--- config.mk ---
export PLATFORM = sky130hd
export DESIGN_NAME = text_console_cursor_engine_top_flat
export DESIGN_NICKNAME = d
export VERILOG_FILES = /design/src/design/tcce_pkg.sv /design/src/design/tcce_item_if.sv /design/src/design/tcce_result_if.sv /design/src/design/tcce_cfg_if.sv /design/src/design/text_console_cursor_engine_top.sv /design/src/design/tcce_cfg.sv /design/src/design/tcce_layout.sv /design/src/flat_wrapper.sv
export SDC_FILE = /design/constraint.sdc
export NUM_CORES = 1
export LEC_CHECK = 0
export BUFFER_PORTS_ARGS = -buffer_cell sky130_fd_sc_hd__buf_2
export CAP_MARGIN = 5
export CORE_MARGIN = 10
export CORE_UTILIZATION = 45
export DETAILED_ROUTE_END_ITERATION = 8
export GPL_TIMING_DRIVEN = 0
export PLACE_DENSITY = 0.58
export SLEW_MARGIN = 20
export SYNTH_ARGS = -nofsm -noshare
export SYNTH_HDL_FRONTEND = slang
export SYNTH_SLANG_ARGS = --single-unit
--- constraint.sdc ---
create_clock -name clk -period 12.1 [get_ports clk]
set_input_delay 2.42 -clock clk [delete_from_list [all_inputs] [get_ports clk]]
set_output_delay 2.42 -clock clk [all_outputs]
set_load 0.05 [all_outputs]
--- src/design/tcce_pkg.sv ---
// Shared types, constants and saturation helpers for the text console cursor engine.
// No dependencies; every other design file refers to this package by scoped names.
`default_nettype none

package tcce_pkg;

    // Cursor coordinate width
    localparam int COORD_BITS = 13;
    localparam int POS_BITS   = 13;
    localparam int DIM_BITS   = 12;
    localparam int FONT_BITS  = 8;
    localparam int CHAR_BITS  = 8;
    localparam int ADV_BITS   = 9;
    localparam int CFG_IDX_BITS  = 3;
    localparam int CFG_DATA_BITS = 12;
    localparam int DIV_CNT_BITS  = $clog2(DIM_BITS + 1);
    // Wide enough for any coordinate plus an advance, and for any origin plus coordinate
    localparam int WIDE_BITS = ((COORD_BITS > DIM_BITS) ? COORD_BITS : DIM_BITS) + 2;

    localparam logic [POS_BITS-1:0] POS_MAX = {POS_BITS{1'b1}};

    localparam logic [CHAR_BITS-1:0] NL_CODE = 8'd10;
    localparam logic [CHAR_BITS-1:0] CR_CODE = 8'd13;

    typedef logic [COORD_BITS-1:0] coord_t;
    typedef logic [POS_BITS-1:0]   pos_t;
    typedef logic [WIDE_BITS-1:0]  wide_t;

    typedef enum logic [1:0] {
        CMD_DRAW   = 2'd0,
        CMD_CLEAR  = 2'd1,
        CMD_SCROLL = 2'd2,
        CMD_FILL   = 2'd3
    } cmd_t;

    typedef enum logic {
        OP_CHAR    = 1'b0,
        OP_CLEARED = 1'b1
    } op_t;

    localparam logic [CFG_IDX_BITS-1:0] REG_WINDOW_WIDTH  = 3'd0;
    localparam logic [CFG_IDX_BITS-1:0] REG_WINDOW_HEIGHT = 3'd1;
    localparam logic [CFG_IDX_BITS-1:0] REG_ORIGIN_X      = 3'd2;
    localparam logic [CFG_IDX_BITS-1:0] REG_ORIGIN_Y      = 3'd3;
    localparam logic [CFG_IDX_BITS-1:0] REG_FONT_HEIGHT   = 3'd4;
    localparam logic [CFG_IDX_BITS-1:0] REG_CHAR_PADDING  = 3'd5;
    localparam logic [CFG_IDX_BITS-1:0] REG_SCROLL_ENABLE = 3'd6;

    typedef struct packed {
        logic [DIM_BITS-1:0]  window_width;
        logic [DIM_BITS-1:0]  window_height;
        logic [DIM_BITS-1:0]  origin_x;
        logic [DIM_BITS-1:0]  origin_y;
        logic [FONT_BITS-1:0] font_height;
        logic [FONT_BITS-1:0] char_padding;
        logic                 scroll_enable;
        coord_t               last_line_y;
        logic                 busy;
    } cfg_t;

    typedef struct packed {
        op_t                  opcode;
        logic [CHAR_BITS-1:0] char_code;
        logic [CHAR_BITS-1:0] glyph_width;
    } item_t;

    typedef struct packed {
        cmd_t                 command;
        pos_t                 pos_x;
        pos_t                 pos_y;
        logic [CHAR_BITS-1:0] glyph;
        logic                 last;
    } res_t;

    typedef struct packed {
        logic [1:0] count;
        coord_t     next_x;
        coord_t     next_y;
        res_t       res;
    } plan_t;

    function automatic coord_t coord_sat(wide_t v);
        coord_t r;
        if (v > wide_t'({COORD_BITS{1'b1}}))
            r = {COORD_BITS{1'b1}};
        else
            r = v[COORD_BITS-1:0];
        return r;
    endfunction

    function automatic pos_t pos_sat(wide_t v);
        pos_t r;
        if (v > wide_t'(POS_MAX))
            r = POS_MAX;
        else
            r = v[POS_BITS-1:0];
        return r;
    endfunction

endpackage

`default_nettype wire

--- src/design/tcce_item_if.sv ---
// Input item channel: valid/ready handshake with the character payload.
// Depends on tcce_pkg.
`default_nettype none

interface tcce_item_if;
    logic                           valid;
    logic                           ready;
    tcce_pkg::op_t                  opcode;
    logic [tcce_pkg::CHAR_BITS-1:0] char_code;
    logic [tcce_pkg::CHAR_BITS-1:0] glyph_width;

    modport source (output valid, output opcode, output char_code, output glyph_width,
                    input ready);
    modport sink (input valid, input opcode, input char_code, input glyph_width,
                  output ready);
endinterface

`default_nettype wire

--- src/design/tcce_result_if.sv ---
// Result item channel: valid/ready handshake with one drawing command.
// Depends on tcce_pkg.
`default_nettype none

interface tcce_result_if;
    logic                           valid;
    logic                           ready;
    tcce_pkg::cmd_t                 command;
    tcce_pkg::pos_t                 pos_x;
    tcce_pkg::pos_t                 pos_y;
    logic [tcce_pkg::CHAR_BITS-1:0] glyph;
    logic                           last;

    modport source (output valid, output command, output pos_x, output pos_y, output glyph,
                    output last, input ready);
    modport sink (input valid, input command, input pos_x, input pos_y, input glyph,
                  input last, output ready);
endinterface

`default_nettype wire

--- src/design/tcce_cfg_if.sv ---
// Configuration write channel: valid/ready handshake with register index and data.
// Depends on tcce_pkg.
`default_nettype none

interface tcce_cfg_if;
    logic                               valid;
    logic                               ready;
    logic [tcce_pkg::CFG_IDX_BITS-1:0]  index;
    logic [tcce_pkg::CFG_DATA_BITS-1:0] data;

    modport source (output valid, output index, output data, input ready);
    modport sink (input valid, input index, input data, output ready);
endinterface

`default_nettype wire

--- src/design/text_console_cursor_engine_top.sv ---
// Accepted items wait in the item register; results go out through the output register.
// Throughput: one result per cycle while the receiver is ready; a printable item has
//   one to three results, any other item none.
// Reset: cursor to the top-left; after reset and after every configuration write the block
//   takes no item while the last-line position is recomputed.
// Depends on tcce_pkg, tcce_item_if, tcce_result_if, tcce_cfg_if, tcce_cfg, tcce_layout.
`default_nettype none

module text_console_cursor_engine_top (
    input  wire logic   clk,
    input  wire logic   rst_n,
    tcce_cfg_if.sink    cfg,
    tcce_item_if.sink   items,
    tcce_result_if.source results
);

    tcce_pkg::cfg_t   cfg_s;
    tcce_pkg::plan_t  plan;

    // Held item and cursor
    logic             a_valid_reg;
    tcce_pkg::item_t  a_item_reg;
    logic [1:0]       idx_reg;
    tcce_pkg::coord_t cursor_x_reg;
    tcce_pkg::coord_t cursor_y_reg;

    // Output register
    logic             out_valid_reg;
    tcce_pkg::res_t   out_reg;

    tcce_pkg::item_t  in_item;
    logic             out_free;
    logic             load;
    logic             load_last;
    logic             a_release;
    logic             in_accept;

    tcce_cfg u_cfg (
        .clk     (clk),
        .rst_n   (rst_n),
        .cfg     (cfg),
        .cfg_out (cfg_s)
    );

    tcce_layout u_layout (
        .item     (a_item_reg),
        .cursor_x (cursor_x_reg),
        .cursor_y (cursor_y_reg),
        .cfg      (cfg_s),
        .idx      (idx_reg),
        .plan     (plan)
    );

    assign in_item.opcode      = items.opcode;
    assign in_item.char_code   = items.char_code;
    assign in_item.glyph_width = items.glyph_width;

    // The output register frees up when empty or when its item is being taken
    assign out_free  = !out_valid_reg || results.ready;
    assign load      = a_valid_reg && (plan.count != 2'd0) && out_free;
    assign load_last = (idx_reg == (plan.count - 2'd1));
    // Release the held item once its final result moves out, or at once if it has none
    assign a_release = a_valid_reg && ((plan.count == 2'd0) || (load && load_last));

    // Take a new item in the same cycle as the previous one leaves
    assign items.ready = !cfg_s.busy && (!a_valid_reg || a_release);
    assign in_accept   = items.valid && items.ready;

    always_ff @(posedge clk or negedge rst_n)
    begin
        if (!rst_n)
        begin
            a_valid_reg  <= 1'b0;
            idx_reg      <= '0;
            cursor_x_reg <= '0;
            cursor_y_reg <= '0;
        end
        else
        begin
            if (in_accept)
                a_valid_reg <= 1'b1;
            else if (a_release)
                a_valid_reg <= 1'b0;

            // Advance through the command list; restart at the next item
            if (a_release)
                idx_reg <= '0;
            else if (load)
                idx_reg <= idx_reg + 2'd1;

            // Commit the cursor once per item
            if (a_release)
            begin
                cursor_x_reg <= plan.next_x;
                cursor_y_reg <= plan.next_y;
            end
        end
    end

    always_ff @(posedge clk)
    begin
        if (in_accept)
            a_item_reg <= in_item;
    end

    always_ff @(posedge clk or negedge rst_n)
    begin
        if (!rst_n)
            out_valid_reg <= 1'b0;
        else if (load)
            out_valid_reg <= 1'b1;
        else if (results.ready)
            out_valid_reg <= 1'b0;
    end

    // The draw is always the final command of an item and carries the last flag
    always_ff @(posedge clk)
    begin
        if (load)
            out_reg <= plan.res;
    end

    assign results.valid   = out_valid_reg;
    assign results.command = out_reg.command;
    assign results.pos_x   = out_reg.pos_x;
    assign results.pos_y   = out_reg.pos_y;
    assign results.glyph   = out_reg.glyph;
    assign results.last    = out_reg.last;

    // No item enters while the last-line position is being worked out
    a_no_accept_busy: assert property (@(posedge clk) disable iff (!rst_n)
        in_accept |-> !cfg_s.busy)
        else $error("item accepted while line unit busy");

    // The command index never runs past the item's command count
    a_idx_in_range: assert property (@(posedge clk) disable iff (!rst_n)
        load |-> (idx_reg < plan.count))
        else $error("command index beyond command count");

    // A scroll or fill is always the first command of its item
    a_over_first: assert property (@(posedge clk) disable iff (!rst_n)
        (load && ((plan.res.command == tcce_pkg::CMD_SCROLL)
               || (plan.res.command == tcce_pkg::CMD_FILL))) |-> (idx_reg == 2'd0))
        else $error("overflow command not first");

    // The cursor moves only when an item is retired
    a_cursor_hold: assert property (@(posedge clk) disable iff (!rst_n)
        !a_release |=> ($stable(cursor_x_reg) && $stable(cursor_y_reg)))
        else $error("cursor changed without an item retiring");

    // A result flagged last always retires its item
    a_last_retires: assert property (@(posedge clk) disable iff (!rst_n)
        (load && load_last) |-> a_release)
        else $error("final result did not retire the item");

endmodule

`default_nettype wire

--- src/design/tcce_cfg.sv ---
// Configuration registers and the serial unit that finds the y of the last full line.
// Depends on tcce_pkg and tcce_cfg_if.
`default_nettype none

module tcce_cfg (
    input  wire logic   clk,
    input  wire logic   rst_n,
    tcce_cfg_if.sink    cfg,
    output tcce_pkg::cfg_t cfg_out
);

    logic [tcce_pkg::DIM_BITS-1:0]     window_width_reg;
    logic [tcce_pkg::DIM_BITS-1:0]     window_height_reg;
    logic [tcce_pkg::DIM_BITS-1:0]     origin_x_reg;
    logic [tcce_pkg::DIM_BITS-1:0]     origin_y_reg;
    logic [tcce_pkg::FONT_BITS-1:0]    font_height_reg;
    logic [tcce_pkg::FONT_BITS-1:0]    char_padding_reg;
    logic                              scroll_enable_reg;
    logic                              busy_reg;
    logic [tcce_pkg::DIV_CNT_BITS-1:0] cnt_reg;
    logic [tcce_pkg::FONT_BITS-1:0]    rem_reg;
    tcce_pkg::coord_t                  last_line_y_reg;

    logic                              wr;
    logic [tcce_pkg::DIV_CNT_BITS-1:0] bit_idx;
    logic [tcce_pkg::FONT_BITS:0]      trial;
    logic                              fits;
    logic [tcce_pkg::FONT_BITS-1:0]    rem_next;
    logic [tcce_pkg::DIM_BITS-1:0]     last_raw;
    logic                              has_line;

    assign cfg.ready = 1'b1;
    assign wr        = cfg.valid && cfg.ready;

    always_ff @(posedge clk or negedge rst_n)
    begin
        if (!rst_n)
        begin
            window_width_reg  <= 12'd320;
            window_height_reg <= 12'd240;
            origin_x_reg      <= '0;
            origin_y_reg      <= '0;
            font_height_reg   <= 8'd8;
            char_padding_reg  <= 8'd1;
            scroll_enable_reg <= 1'b1;
        end
        else if (wr)
        begin
            unique case (cfg.index)
                tcce_pkg::REG_WINDOW_WIDTH:  window_width_reg  <= cfg.data;
                tcce_pkg::REG_WINDOW_HEIGHT: window_height_reg <= cfg.data;
                tcce_pkg::REG_ORIGIN_X:      origin_x_reg      <= cfg.data;
                tcce_pkg::REG_ORIGIN_Y:      origin_y_reg      <= cfg.data;
                tcce_pkg::REG_FONT_HEIGHT:   font_height_reg   <= cfg.data[tcce_pkg::FONT_BITS-1:0];
                tcce_pkg::REG_CHAR_PADDING:  char_padding_reg  <= cfg.data[tcce_pkg::FONT_BITS-1:0];
                tcce_pkg::REG_SCROLL_ENABLE: scroll_enable_reg <= cfg.data[0];
                default: ;
            endcase
        end
    end

    // Restoring remainder of window_height / font_height, one bit per cycle, MSB first
    assign bit_idx  = cnt_reg - tcce_pkg::DIV_CNT_BITS'(1);
    assign trial    = {rem_reg, window_height_reg[bit_idx]};
    assign fits     = trial >= {1'b0, font_height_reg};
    assign rem_next = fits ? tcce_pkg::FONT_BITS'(trial - {1'b0, font_height_reg})
                           : trial[tcce_pkg::FONT_BITS-1:0];

    // lines * font_height = height - rem, so the last line starts at height - rem - font_height
    assign has_line = (font_height_reg != '0)
                   && (window_height_reg >= tcce_pkg::DIM_BITS'(font_height_reg));
    assign last_raw = window_height_reg - tcce_pkg::DIM_BITS'(rem_reg)
                    - tcce_pkg::DIM_BITS'(font_height_reg);

    always_ff @(posedge clk or negedge rst_n)
    begin
        if (!rst_n)
        begin
            busy_reg <= 1'b1;
            cnt_reg  <= tcce_pkg::DIV_CNT_BITS'(tcce_pkg::DIM_BITS);
            rem_reg  <= '0;
        end
        else if (wr)
        begin
            busy_reg <= 1'b1;
            cnt_reg  <= tcce_pkg::DIV_CNT_BITS'(tcce_pkg::DIM_BITS);
            rem_reg  <= '0;
        end
        else if (busy_reg)
        begin
            if (cnt_reg != '0)
            begin
                cnt_reg <= bit_idx;
                rem_reg <= rem_next;
            end
            else
            begin
                busy_reg <= 1'b0;
            end
        end
    end

    always_ff @(posedge clk)
    begin
        if (busy_reg && (cnt_reg == '0))
            last_line_y_reg <= has_line ? tcce_pkg::coord_sat(tcce_pkg::wide_t'(last_raw)) : '0;
    end

    always_comb
    begin
        cfg_out.window_width  = window_width_reg;
        cfg_out.window_height = window_height_reg;
        cfg_out.origin_x      = origin_x_reg;
        cfg_out.origin_y      = origin_y_reg;
        cfg_out.font_height   = font_height_reg;
        cfg_out.char_padding  = char_padding_reg;
        cfg_out.scroll_enable = scroll_enable_reg;
        cfg_out.last_line_y   = last_line_y_reg;
        cfg_out.busy          = busy_reg;
    end

endmodule

`default_nettype wire

--- src/design/tcce_layout.sv ---
// Combinational layout of one held item: wrap, overflow, command list and next cursor.
// Depends on tcce_pkg.
`default_nettype none

module tcce_layout (
    input  wire tcce_pkg::item_t  item,
    input  wire tcce_pkg::coord_t cursor_x,
    input  wire tcce_pkg::coord_t cursor_y,
    input  wire tcce_pkg::cfg_t   cfg,
    input  wire logic [1:0]       idx,
    output tcce_pkg::plan_t       plan
);

    tcce_pkg::wide_t  adv;
    tcce_pkg::wide_t  fh_w;
    logic             is_char;
    logic             is_nl;
    logic             printable;
    logic             wrap;
    tcce_pkg::coord_t nl_y;
    tcce_pkg::coord_t x1;
    tcce_pkg::coord_t y1;
    logic             over;
    tcce_pkg::coord_t x2;
    tcce_pkg::coord_t y2;
    logic             clear;
    logic [1:0]       count;
    tcce_pkg::pos_t   org_x;
    tcce_pkg::pos_t   org_y;
    tcce_pkg::pos_t   line_y;
    tcce_pkg::res_t   r_draw;
    tcce_pkg::res_t   r_clear;
    tcce_pkg::res_t   r_over;
    tcce_pkg::res_t   r_sel;

    assign adv  = tcce_pkg::wide_t'(item.glyph_width) + tcce_pkg::wide_t'(cfg.char_padding);
    assign fh_w = tcce_pkg::wide_t'(cfg.font_height);

    assign is_char   = item.opcode == tcce_pkg::OP_CHAR;
    assign is_nl     = is_char && (item.char_code == tcce_pkg::NL_CODE);
    assign printable = is_char && !is_nl && (item.char_code != tcce_pkg::CR_CODE);

    assign nl_y = tcce_pkg::coord_sat(tcce_pkg::wide_t'(cursor_y) + fh_w);

    // Wrap when the glyph would reach the right edge
    assign wrap = (tcce_pkg::wide_t'(cursor_x) + adv) >= tcce_pkg::wide_t'(cfg.window_width);
    assign x1   = wrap ? '0 : cursor_x;
    assign y1   = wrap ? nl_y : cursor_y;

    assign over = (tcce_pkg::wide_t'(y1) + fh_w) > tcce_pkg::wide_t'(cfg.window_height);
    assign x2   = over ? '0 : x1;
    assign y2   = over ? (cfg.scroll_enable ? cfg.last_line_y : '0) : y1;

    assign clear = x2 == '0;
    assign count = printable ? (2'd1 + {1'b0, over} + {1'b0, clear}) : 2'd0;

    assign org_x  = tcce_pkg::pos_t'(cfg.origin_x);
    assign org_y  = tcce_pkg::pos_t'(cfg.origin_y);
    assign line_y = tcce_pkg::pos_sat(tcce_pkg::wide_t'(cfg.origin_y) + tcce_pkg::wide_t'(y2));

    always_comb
    begin
        r_draw.command = tcce_pkg::CMD_DRAW;
        r_draw.pos_x   = tcce_pkg::pos_sat(tcce_pkg::wide_t'(cfg.origin_x)
                                         + tcce_pkg::wide_t'(x2));
        r_draw.pos_y   = line_y;
        r_draw.glyph   = item.char_code;
        r_draw.last    = 1'b1;

        r_clear.command = tcce_pkg::CMD_CLEAR;
        r_clear.pos_x   = org_x;
        r_clear.pos_y   = line_y;
        r_clear.glyph   = '0;
        r_clear.last    = 1'b0;

        r_over.command = cfg.scroll_enable ? tcce_pkg::CMD_SCROLL : tcce_pkg::CMD_FILL;
        r_over.pos_x   = org_x;
        r_over.pos_y   = org_y;
        r_over.glyph   = '0;
        r_over.last    = 1'b0;

        // Order: overflow command, then line clear, then draw
        unique case (idx)
            2'd0:    r_sel = over ? r_over : (clear ? r_clear : r_draw);
            2'd1:    r_sel = over ? r_clear : r_draw;
            default: r_sel = r_draw;
        endcase
    end

    always_comb
    begin
        plan.count = count;
        plan.res   = r_sel;
        if (!is_char)
        begin
            plan.next_x = '0;
            plan.next_y = '0;
        end
        else if (is_nl)
        begin
            plan.next_x = '0;
            plan.next_y = nl_y;
        end
        else if (printable)
        begin
            plan.next_x = tcce_pkg::coord_sat(tcce_pkg::wide_t'(x2) + adv);
            plan.next_y = y2;
        end
        else
        begin
            plan.next_x = cursor_x;
            plan.next_y = cursor_y;
        end
    end

endmodule

`default_nettype wire

--- src/flat_wrapper.sv ---
// flat-port wrapper written by rule: the top's interface ports become plain ports
module text_console_cursor_engine_top_flat 
  (clk, rst_n, cfg_valid, cfg_index, cfg_data, cfg_ready, items_valid, items_opcode, items_char_code, items_glyph_width, items_ready, results_valid, results_command, results_pos_x, results_pos_y, results_glyph, results_last, results_ready);
  tcce_cfg_if cfg_i ();
  tcce_item_if items_i ();
  tcce_result_if results_i ();
  input  wire logic clk;
  input  wire logic rst_n;
  input wire logic [$bits(cfg_i.valid)-1:0] cfg_valid;
  input wire logic [$bits(cfg_i.index)-1:0] cfg_index;
  input wire logic [$bits(cfg_i.data)-1:0] cfg_data;
  output wire logic [$bits(cfg_i.ready)-1:0] cfg_ready;
  input wire logic [$bits(items_i.valid)-1:0] items_valid;
  input wire logic [$bits(items_i.opcode)-1:0] items_opcode;
  input wire logic [$bits(items_i.char_code)-1:0] items_char_code;
  input wire logic [$bits(items_i.glyph_width)-1:0] items_glyph_width;
  output wire logic [$bits(items_i.ready)-1:0] items_ready;
  output wire logic [$bits(results_i.valid)-1:0] results_valid;
  output wire logic [$bits(results_i.command)-1:0] results_command;
  output wire logic [$bits(results_i.pos_x)-1:0] results_pos_x;
  output wire logic [$bits(results_i.pos_y)-1:0] results_pos_y;
  output wire logic [$bits(results_i.glyph)-1:0] results_glyph;
  output wire logic [$bits(results_i.last)-1:0] results_last;
  input wire logic [$bits(results_i.ready)-1:0] results_ready;
  assign cfg_i.valid = cfg_valid;
  assign cfg_i.index = cfg_index;
  assign cfg_i.data = cfg_data;
  assign cfg_ready = cfg_i.ready;
  assign items_i.valid = items_valid;
  assign items_i.opcode = items_opcode;
  assign items_i.char_code = items_char_code;
  assign items_i.glyph_width = items_glyph_width;
  assign items_ready = items_i.ready;
  assign results_valid = results_i.valid;
  assign results_command = results_i.command;
  assign results_pos_x = results_i.pos_x;
  assign results_pos_y = results_i.pos_y;
  assign results_glyph = results_i.glyph;
  assign results_last = results_i.last;
  assign results_i.ready = results_ready;
  text_console_cursor_engine_top u_core (.clk(clk), .rst_n(rst_n), .cfg(cfg_i), .items(items_i), .results(results_i));
endmodule
==> results of run 1 <==
## how the worst max path moves through the flow
stage / start / to
6_report: u_core.u_cfg.char_padding_reg[0] / items_ready
5_1_grt: u_core.a_item_reg[1] / items_ready
4_1_cts: u_core.u_cfg.char_padding_reg[0] / items_ready
3_5_place_dp: u_core.u_cfg.char_padding_reg[0] / items_ready
3_3_place_gp: u_core.u_cfg.char_padding_reg[0] / items_ready
2_1_floorplan: u_core.u_cfg.char_padding_reg[0] / items_ready
## cells in the final DEF (no fill, tap or decap), types with 16 or more instances in the layout
cell,netlist,final
a211oi_1,18,17
a21o_1,40,39
a21oi_1,93,80
and2_1,22,22
buf_2,1,72
buf_4,2,42
clkbuf_1,36,35
clkbuf_16,0,18
dfrtp_1,96,96
edfxtp_1,66,66
ha_1,128,120
inv_1,93,89
mux2_2,34,34
nand2_1,121,119
nor2_1,91,86
nor2b_1,23,23
nor3_1,18,16
o21ai_0,78,67
o21ai_2,10,16
xnor2_1,53,51
## synth_stat cells (8+ instances only)
library cell	n	area, um^2
nor2b_1	23	143.9
mux2_2	34	382.9
o2bb2ai_1	13	113.9
o21a_1	13	97.59
a31oi_1	12	75.07
ha_1	128	1602
nor2_1	91	341.6
o21ai_0	78	390.4
dfrtp_1	96	2402
xnor2_1	53	464.2
a21oi_1	93	465.5
and2_1	22	137.6
and3_1	13	81.33
nand2b_1	17	106.4
clkbuf_1	36	135.1
a211oi_1	18	135.1
edfxtp_1	66	1982
dfstp_2	12	315.3
mux2i_1	18	180.2
a22oi_1	8	60.06
fa_1	16	320.3
o21bai_1	9	67.56
o21ai_2	10	87.58
nand3_1	14	70.07
xor2_1	15	131.4
inv_1	93	349.1
nand2_1	121	454.2
a21o_1	40	300.3
nor3_1	18	90.09
## routing by layer
layer / wire (um) / track usage [%] / up-vias
met5: 0 / 0 / -
met4: 436 / 4.218 / 0
met3: 1461 / 3.017 / 27
met2: 14690 / 28.30 / 237
met1: 16890 / 27.08 / 4744
li1: - / - / 4902
## area by class of cell
class | instances | area (um^2) | area share, %
repair buffers | 117 | 750.7 | 5.120
inverters | 93 | 349.1 | 2.381
clock inverters | 15 | 192.7 | 1.314
flip-flops and latches | 174 | 4700 | 32.05
multi-input cells | 984 | 7582 | 51.71
well taps | 372 | 465.4 | 3.174
plain buffers | 42 | 197.7 | 1.348
clock buffers | 17 | 425.4 | 2.901
## power by group
part           switching (uW)  internal [uW]
sequential               92.6            774
clock                     276            299
combinational            1180           1010
total                    1550           2080
## cells by family after synthesis
logic type               Yosys count
AND/OR/NAND/NOR                  363
AO/OA/AOI/OAI                    350
flip-flops                       174
adder cells (fa/ha/maj)          144
buffers and inverters            138
XOR/XNOR                          68
multiplexers                      58
other                              1
## stage by stage
| stage | std cells | TNS [ps] | instance area, um^2 | util [%] | power, uW |
|---|---|---|---|---|---|
| global route | 1814 | -106.5 | 14660 | 54.10 | 3964 |
| global placement | 1742 | -5559 | 13330 | 49.18 | 2755 |
| finish | 1814 | 0 | 14660 | 54.10 | 3637 |
| detailed placement | 1744 | -10210 | 13370 | 49.35 | 2792 |
| CTS | 1786 | 0 | 14210 | 52.45 | 3468 |
| floorplan | 1296 | 0 | 12490 | - | 2353 |
## what timing repair did
| item | in CTS | in global routing |
|---|---|---|
| gates cloned | 0 | 1 |
| setup endpoints to repair | 46 | 1 |
| setup buffers | 12 | 28 |
| pin swaps | 14 | 52 |
| gates resized for setup | 40 | 51 |
==> impl_metrics.env, run 1 <==
export IMPL_setup_ws_ps=404.1
export IMPL_grt_pass1_wl_mm=52.67
export IMPL_htree_levels=4
export IMPL_grt_pass1_vias=9607
export IMPL_ys_ff_latch=174
export IMPL_crit_buf_inv=7
export IMPL_worst_ep_required_time_ps=9680
export IMPL_fmax_mhz=85.50
export IMPL_die_h_um=186.6
export IMPL_synth_top_family_by_area="compound AO/OA/AOI/OAI gates"
export IMPL_ir_worst_vdd_mv=0.1034
export IMPL_die_area_mm2=0.03483
export IMPL_synth_area_mux_share_pct=5.379
export IMPL_overflow=0
export IMPL_cp_end_kind="output port"
export IMPL_drv_cap=0
export IMPL_synth_main_ff_cell="dfrtp_1"
export IMPL_leakage_uw=0.006665
export IMPL_tightest_slew_ps=1083
export IMPL_hold_start="u_core.u_cfg.char_padding_reg[4]"
export IMPL_cts_hold_buf=0
export IMPL_dr_pass1_iters=5
export IMPL_syn_avg_cell_area_um2=9.639
export IMPL_reg2reg_setup_slack_ps=1540
export IMPL_timing_rr_start="u_core.u_cfg.char_padding_reg[0]"
export IMPL_cp_start_kind="flop"
export IMPL_grt_max_degree=72
export IMPL_cts_root_buf="clkbuf_16"
export IMPL_drt_vias_per_instance=5.463
export IMPL_synth_edf_count=66
export IMPL_setup_violations=0
export IMPL_drv_slew=0
export IMPL_drive_above_1_share_pct=20.53
export IMPL_slowest_delay_ps=560
export IMPL_finalCritPeriodShare_pct=96.66
export IMPL_ys_warn_count=0
export IMPL_place_ws_ps=-1650
export IMPL_async_flop_share_pct=62.07
export IMPL_post_route_min_period_ps=11700
export IMPL_clockBufferDepth=2
export IMPL_synthDistinctLibCells=78
export IMPL_reg2reg_depth=57
export IMPL_design_core_area_mm2=0.02710
export IMPL_initial_core_util_pct=46.09
export IMPL_path_depth=51
export IMPL_drt_iter0_markers=781
export IMPL_fin_worst_skew_ps=19.71
export IMPL_synth_fa_ha_area_share_pct=15.38
export IMPL_port_buffer_count=74
export IMPL_cts_tree="built"
export IMPL_die_width_um=186.6
export IMPL_status="finished, final reports clean"
export IMPL_critPathArrivalTime_ps=9280
export IMPL_clock_latency_ps=450
export IMPL_cts_made_buffers=17
export IMPL_clk_pin_slew_worst_paths_ps=80
export IMPL_pwr_density_cell_mw_per_mm2=248.1
export IMPL_synth_nets=1477
export IMPL_cp_max_fo=5
export IMPL_holdPathEnd="u_core.u_cfg.char_padding_reg[4]"
export IMPL_crit_family="compound AO/OA/AOI/OAI gates"
export IMPL_min_delay_path_depth=1
export IMPL_synth_compound_area_share_pct=18.33
export IMPL_synthCells=1296
export IMPL_grt_usage_pct=18.62
export IMPL_hp_class="flop to flop"
export IMPL_largest_reg_flops=17
export IMPL_hold_ws_ps=512.7
export IMPL_drc=0
export IMPL_ant_nets=0
export IMPL_place_gp_congestion=0.9093
export IMPL_avgRoutedWirePerCell_um=18.46
export IMPL_r2r_end="u_core.cursor_x_reg[10]"
export IMPL_relSlewSlack_pct=27.66
export IMPL_wirelength_mm=33.48
export IMPL_numClockSinks=174
export IMPL_dp_hpwl_mm=25.49
export IMPL_timing_setup_critical_path_class="flop to output port"
export IMPL_slowest_stage="dfstp_2"
export IMPL_synth_xor_area_share_pct=4.768
export IMPL_cp_common_cell="ha_1"
export IMPL_placementRows=60
export IMPL_syn_cell_area_mm2=0.01249
export IMPL_nets=1610
export IMPL_hold_viol=0
export IMPL_antenna_found_initial=0
export IMPL_n_antenna_cell=0
export IMPL_synthSimpleGateAreaFrac_pct=14.05
export IMPL_ys_seq_area_share_pct=37.62
export IMPL_area_growth_pct=17.38
export IMPL_n_fill_cell=2435
export IMPL_num_vias=9910
export IMPL_io_pins=77
(Power assumes the default switching activity.)
==> run 2, diff against run 1 <==
Settings changed: CORE_UTILIZATION 45 to 62, PLACE_DENSITY 0.58 to 0.77.
==> impl_metrics.env, run 2 (synthesis results as in run 1) <==
export IMPL_tightest_slew_ps=1029
export IMPL_setup_ws_ps=257.2
export IMPL_fmax_mhz=84.44
export IMPL_wirelength_mm=33.23
export IMPL_ir_worst_vdd_mv=0.1505
export IMPL_timing_rr_start="u_core.u_cfg.char_padding_reg[0]"
export IMPL_slowest_delay_ps=560
export IMPL_grt_max_degree=56
export IMPL_pwr_share_clk_pct=15.6
export IMPL_hold_start="u_core.u_cfg.char_padding_reg[4]"
export IMPL_die_area_mm2=0.02623
export IMPL_min_delay_path_depth=1
export IMPL_cell_internal_pwr_uw=2091
export IMPL_timing_setup_critical_path_class="flop to output port"
export IMPL_clockBufferDepth=2
export IMPL_final_cell_area_mm2=0.01458
export IMPL_use_met2_pct=38.23
export IMPL_grt_pass1_wl_mm=51.82
export IMPL_fin_setup_tns_ps=0
export IMPL_port_buffer_count=74
export IMPL_multiInputGateArea_mm2=0.007639
export IMPL_dp_hpwl_mm=24.16
export IMPL_place_gp_congestion=0.9406
export IMPL_io_pins=77
export IMPL_cp_max_fo=6
export IMPL_reg2reg_depth=61
export IMPL_drc=0
export IMPL_most_common_layout_cells="ha_1, nand2_1, dfrtp_1"
export IMPL_nets=1610
export IMPL_htree_levels=4
export IMPL_n_fill_cell=1403
export IMPL_cp_end_kind="output port"
export IMPL_gr_usage_met3_pct=6.016
export IMPL_cp_start_kind="flop"
export IMPL_reg2reg_setup_slack_ps=1350
export IMPL_hold_viol=0
export IMPL_critPathArrivalTime_ps=9420
export IMPL_drt_iter0_markers=989
export IMPL_clk_pin_slew_worst_paths_ps=70
export IMPL_pwr_density_cell_mw_per_mm2=252.7
export IMPL_largest_reg_flops=17
export IMPL_seq_power_share_pct=23.5
export IMPL_clock_latency_ps=450
export IMPL_cts_made_buffers=17
export IMPL_p_comb_share_pct=60.8
export IMPL_cts_tree="built"
export IMPL_ant_nets=0
export IMPL_finalCritPeriodShare_pct=97.87
export IMPL_numClockSinks=174
export IMPL_cts_root_buf="clkbuf_16"
export IMPL_leakage_uw=0.006680
export IMPL_num_vias=10290
export IMPL_worst_ep_required_time_ps=9680
export IMPL_grt_use_met1_pct=33.45
export IMPL_r2r_end="u_core.results.pos_y[8]"
export IMPL_area_growth_pct=16.72
export IMPL_fin_worst_skew_ps=12.61
export IMPL_drt_vias_per_instance=6.027
export IMPL_slowest_stage="dfstp_2"
export IMPL_hp_class="flop to flop"
export IMPL_register_area_mm2=0.004700
export IMPL_setup_violations=0
export IMPL_status="finished, final reports clean"
export IMPL_avgRoutedWirePerCell_um=19.47
export IMPL_relSlewSlack_pct=31.26
export IMPL_initial_core_util_pct=63.56
export IMPL_holdPathEnd="u_core.u_cfg.char_padding_reg[4]"
export IMPL_die_width_um=161.9
export IMPL_grt_usage_pct=24.76
export IMPL_n_antenna_cell=0
export IMPL_design_core_area_mm2=0.01965
export IMPL_place_area_mm2=0.01324
export IMPL_antenna_found_initial=0
export IMPL_grt_pass1_vias=9818
export IMPL_busiest_layer="met2"
export IMPL_drv_slew=0
export IMPL_drive_above_1_share_pct=20.94
export IMPL_overflow=0
export IMPL_swShare_pct=43.25
export IMPL_final_common_cell="ha_1"
export IMPL_placementRows=51
export IMPL_dr_pass1_iters=5
export IMPL_place_ws_ps=-1561
export IMPL_power_switching_uw=1594
export IMPL_die_h_um=161.9
export IMPL_drv_cap=0
export IMPL_post_route_min_period_ps=11840
[run 2: cell count changes in the layout (fill, tap and decap cells not counted), moves of 2 or more]
| cell | delta |
|---|---|
| a21oi_2 | +4 |
| a21oi_1 | -3 |
| clkinv_8 | -2 |
| ha_4 | +2 |
| inv_1 | +2 |
| inv_2 | -2 |
| inv_8 | +2 |
| nand2_1 | -2 |
| nand2_2 | +2 |
[run 2: layout make-up]
type	instances	share of cell area (%)
Sequential cell	174	32.23
Clock inverter	15	1.261
Buffer	43	1.459
Tap cell	265	2.274
Clock buffer	17	2.918
Multi-Input combinational cell	984	52.39
Timing Repair Buffer	116	5.072
Inverter	93	2.394
[run 2: worst max path at each step]
stage                                           from     endpoint  slack [ps]  depth (start not counted)
floorplan           u_core.u_cfg.char_padding_reg[0]  items_ready         120                         52
global placement    u_core.u_cfg.char_padding_reg[0]  items_ready       -1350                         54
detailed placement  u_core.u_cfg.char_padding_reg[0]  items_ready       -1560                         52
CTS                 u_core.u_cfg.char_padding_reg[0]  items_ready          10                         53
global route        u_core.u_cfg.char_padding_reg[0]  items_ready        -150                         53
finish              u_core.u_cfg.char_padding_reg[0]  items_ready         260                         53
[run 2: routing by layer]
metal	wire length, um	part of all wire (%)
met1	14510	44
met2	15150	46
met3	2728	8.2
met4	845	2.5
met5	0	0
[run 2: through the flow]
stage / power [uW] / std cells / hold WS (ps) / utilization (%)
2_1_floorplan: 2353 / 1296 / 479.9 / -
3_5_place_dp: 2787 / 1637 / 493.4 / 67.37
5_1_grt: 3985 / 1707 / 531.2 / 74.19
6_report: 3685 / 1707 / 519.7 / 74.19
4_1_cts: 3468 / 1678 / 522.6 / 71.53
3_3_place_gp: 2726 / 1635 / 479.3 / 67.13
[run 2: power groups by stage]
stage	combinational, uW	clock [uW]	sequential, uW
3_3_place_gp	1860	0	868
6_report	2240	576	867
2_1_floorplan	1490	0	858
5_1_grt	2500	606	878
3_5_place_dp	1910	0	872
4_1_cts	2030	581	861
[run 2: what timing repair did]
action / 4_1_cts / 5_1_grt
gates cloned: 0 / 1
hold buffers: 0 / 0
pin swaps: 12 / 49
resized for setup: 42 / 57
setup buffers: 11 / 28
endpoints found under the setup margin: 46 / 1
[run 2: worst max-delay path: cells and delay by family (launching register included)]
family                   cells  cell delay, ps
AO/OA/AOI/OAI               20            3110
XOR/XNOR                     3             420
adder cells (fa/ha/maj)      8            2100
buffers and inverters        7             690
flip-flops                   1             560
AND/OR/NAND/NOR             15            2050
==> run 3, diff against run 2 <==
Settings changed: CELL_PAD_IN_SITES_DETAIL_PLACEMENT from default to 1, CELL_PAD_IN_SITES_GLOBAL_PLACEMENT from default to 1, CORE_UTILIZATION 62 to 49, PLACE_DENSITY 0.77 to 0.78.
==> impl_metrics.env, run 3 (synthesis results as in run 1) <==
export IMPL_status="finished, final reports clean"
export IMPL_fmax_mhz=82.98
export IMPL_hold_viol=0
export IMPL_area_growth_pct=18.43
export IMPL_setup_violations=0
export IMPL_power_total_uw=3840
export IMPL_port_buffer_count=74
export IMPL_drive_above_1_share_pct=22.65
export IMPL_n_fill_cell=2829
export IMPL_die_h_um=179.7
export IMPL_placementRows=58
export IMPL_antenna_found_initial=1
export IMPL_cts_hold_buf=0
export IMPL_slowest_delay_ps=560
export IMPL_tightest_slew_ps=1405
export IMPL_most_common_layout_cells="nand2_1, ha_1, dfrtp_1"
export IMPL_grt_pass1_vias=11180
export IMPL_ant_nets=0
export IMPL_io_pins=77
export IMPL_clock_latency_ps=450
export IMPL_nets=1616
export IMPL_n_antenna_cell=0
export IMPL_overflow=0
export IMPL_drv_cap=0
export IMPL_pwr_density_cell_mw_per_mm2=259.5
export IMPL_clk_pin_slew_worst_paths_ps=80
export IMPL_relSlewSlack_pct=5.451
export IMPL_drc=0
export IMPL_reg2reg_setup_slack_ps=930
export IMPL_reg2reg_depth=59
export IMPL_cp_end_kind="output port"
export IMPL_design_core_area_mm2=0.02511
export IMPL_min_delay_path_depth=1
export IMPL_place_gp_congestion=0.8969
export IMPL_timing_rr_start="u_core.u_cfg.char_padding_reg[0]"
export IMPL_drt_vias_per_instance=6.001
export IMPL_htree_levels=4
export IMPL_crit_buf_inv=11
export IMPL_drt_iter0_markers=614
export IMPL_hold_start="u_core.u_cfg.window_width_reg[0]"
export IMPL_cp_common_cell="buf_4"
export IMPL_avgRoutedWirePerCell_um=23.16
export IMPL_grt_pass1_wl_mm=60.99
export IMPL_r2r_end="u_core.results.pos_y[11]"
export IMPL_wirelength_mm=41.19
export IMPL_crit_family="compound AO/OA/AOI/OAI gates"
export IMPL_final_cell_area_mm2=0.01479
export IMPL_grt_max_degree=65
export IMPL_holdPathEnd="u_core.u_cfg.window_width_reg[0]"
export IMPL_ir_worst_vdd_mv=0.1098
export IMPL_dr_pass1_iters=5
export IMPL_die_width_um=179.7
export IMPL_clockBufferDepth=2
export IMPL_timing_setup_critical_path_class="flop to output port"
export IMPL_cts_root_buf="clkbuf_16"
export IMPL_hold_ws_ps=521.2
export IMPL_worst_ep_required_time_ps=9680
export IMPL_drv_slew=0
export IMPL_largest_reg_flops=17
export IMPL_cp_max_fo=6
export IMPL_post_route_min_period_ps=12050
export IMPL_hp_class="flop to flop"
export IMPL_fin_worst_skew_ps=16.23
export IMPL_dp_hpwl_mm=28.25
export IMPL_place_area_mm2=0.01332
export IMPL_rsz0062_at_grt="yes"
export IMPL_cts_tree="built"
export IMPL_finalCritPeriodShare_pct=99.59
export IMPL_die_area_mm2=0.03228
export IMPL_slowest_stage="dfstp_2"
export IMPL_critPathArrivalTime_ps=9630
export IMPL_grt_usage_pct=23.35
export IMPL_cts_made_buffers=17
export IMPL_numClockSinks=174
export IMPL_leakage_uw=0.006708
export IMPL_initial_core_util_pct=49.75
export IMPL_cp_start_kind="flop"
export IMPL_num_vias=10670
==> run 3: layout make-up <==
cell class / instances / area (um^2) / area share [%]
plain buffers: 42 / 197.7 / 1.336
well taps: 330 / 412.9 / 2.791
clock inverters: 15 / 163.9 / 1.108
clock buffers: 17 / 425.4 / 2.876
repair buffers: 123 / 774.5 / 5.235
flip-flops and latches: 174 / 4700 / 31.77
inverters: 93 / 349.1 / 2.360
multi-input cells: 984 / 7771 / 52.53
==> run 3: how the worst max path moves through the flow <==
stage | start | endpoint | slack [ps] | cells after the start
detailed placement | u_core.u_cfg.char_padding_reg[0] | items_ready | -1850 | 53
global placement | u_core.u_cfg.char_padding_reg[0] | items_ready | -1420 | 54
finish | u_core.u_cfg.char_padding_reg[0] | items_ready | 50 | 54
CTS | u_core.a_item_reg[1] | items_ready | 10 | 54
floorplan | u_core.u_cfg.char_padding_reg[0] | items_ready | 120 | 52
global route | u_core.u_cfg.char_padding_reg[0] | items_ready | -320 | 51
==> run 3: stage by stage <==
stage               TNS, ps  cells  worst slack [ps]  utilization (%)
floorplan                 0   1296             117.0                -
global placement      -5191   1700             -1415            52.87
detailed placement   -23540   1702             -1849            53.05
CTS                       0   1755             11.59            56.93
global route         -316.1   1778            -316.1            58.92
finish                    0   1778             49.12            58.92
==> run 3: layer usage <==
| layer | track usage, % | vias to the layer above | routed length (um) |
|---|---|---|---|
| li1 | - | 4910 | - |
| met1 | 29.99 | 5319 | 17520 |
| met2 | 39.09 | 348 | 19990 |
| met3 | 3.353 | 92 | 2134 |
| met4 | 8.733 | 0 | 1542 |
| met5 | 0 | - | 0 |
==> run 3: repair_timing <==
action	4_1_cts	5_1_grt
gates cloned	0	0
setup buffers	23	24
hold endpoints to repair	0	0
pin swaps	15	57
setup endpoints to repair	58	2
resized for setup	59	69
==> run 3: worst register-to-register path: cells and delay by family, from the launching register on <==
kind,cells,cell delay (ps)
AOI/OAI and AO/OA,27,4260
and+or+nand+nor,12,2030
adders and majority gates,7,1930
buffers and inverters,9,1130
xor gates and xnor gates,3,580
DFF,1,560
muxes,1,440
==> run 3: power breakdown <==
group / internal [uW] / switching [uW]
Combinational: 1050 / 1350
Sequential: 774 / 102
Clock: 278 / 284
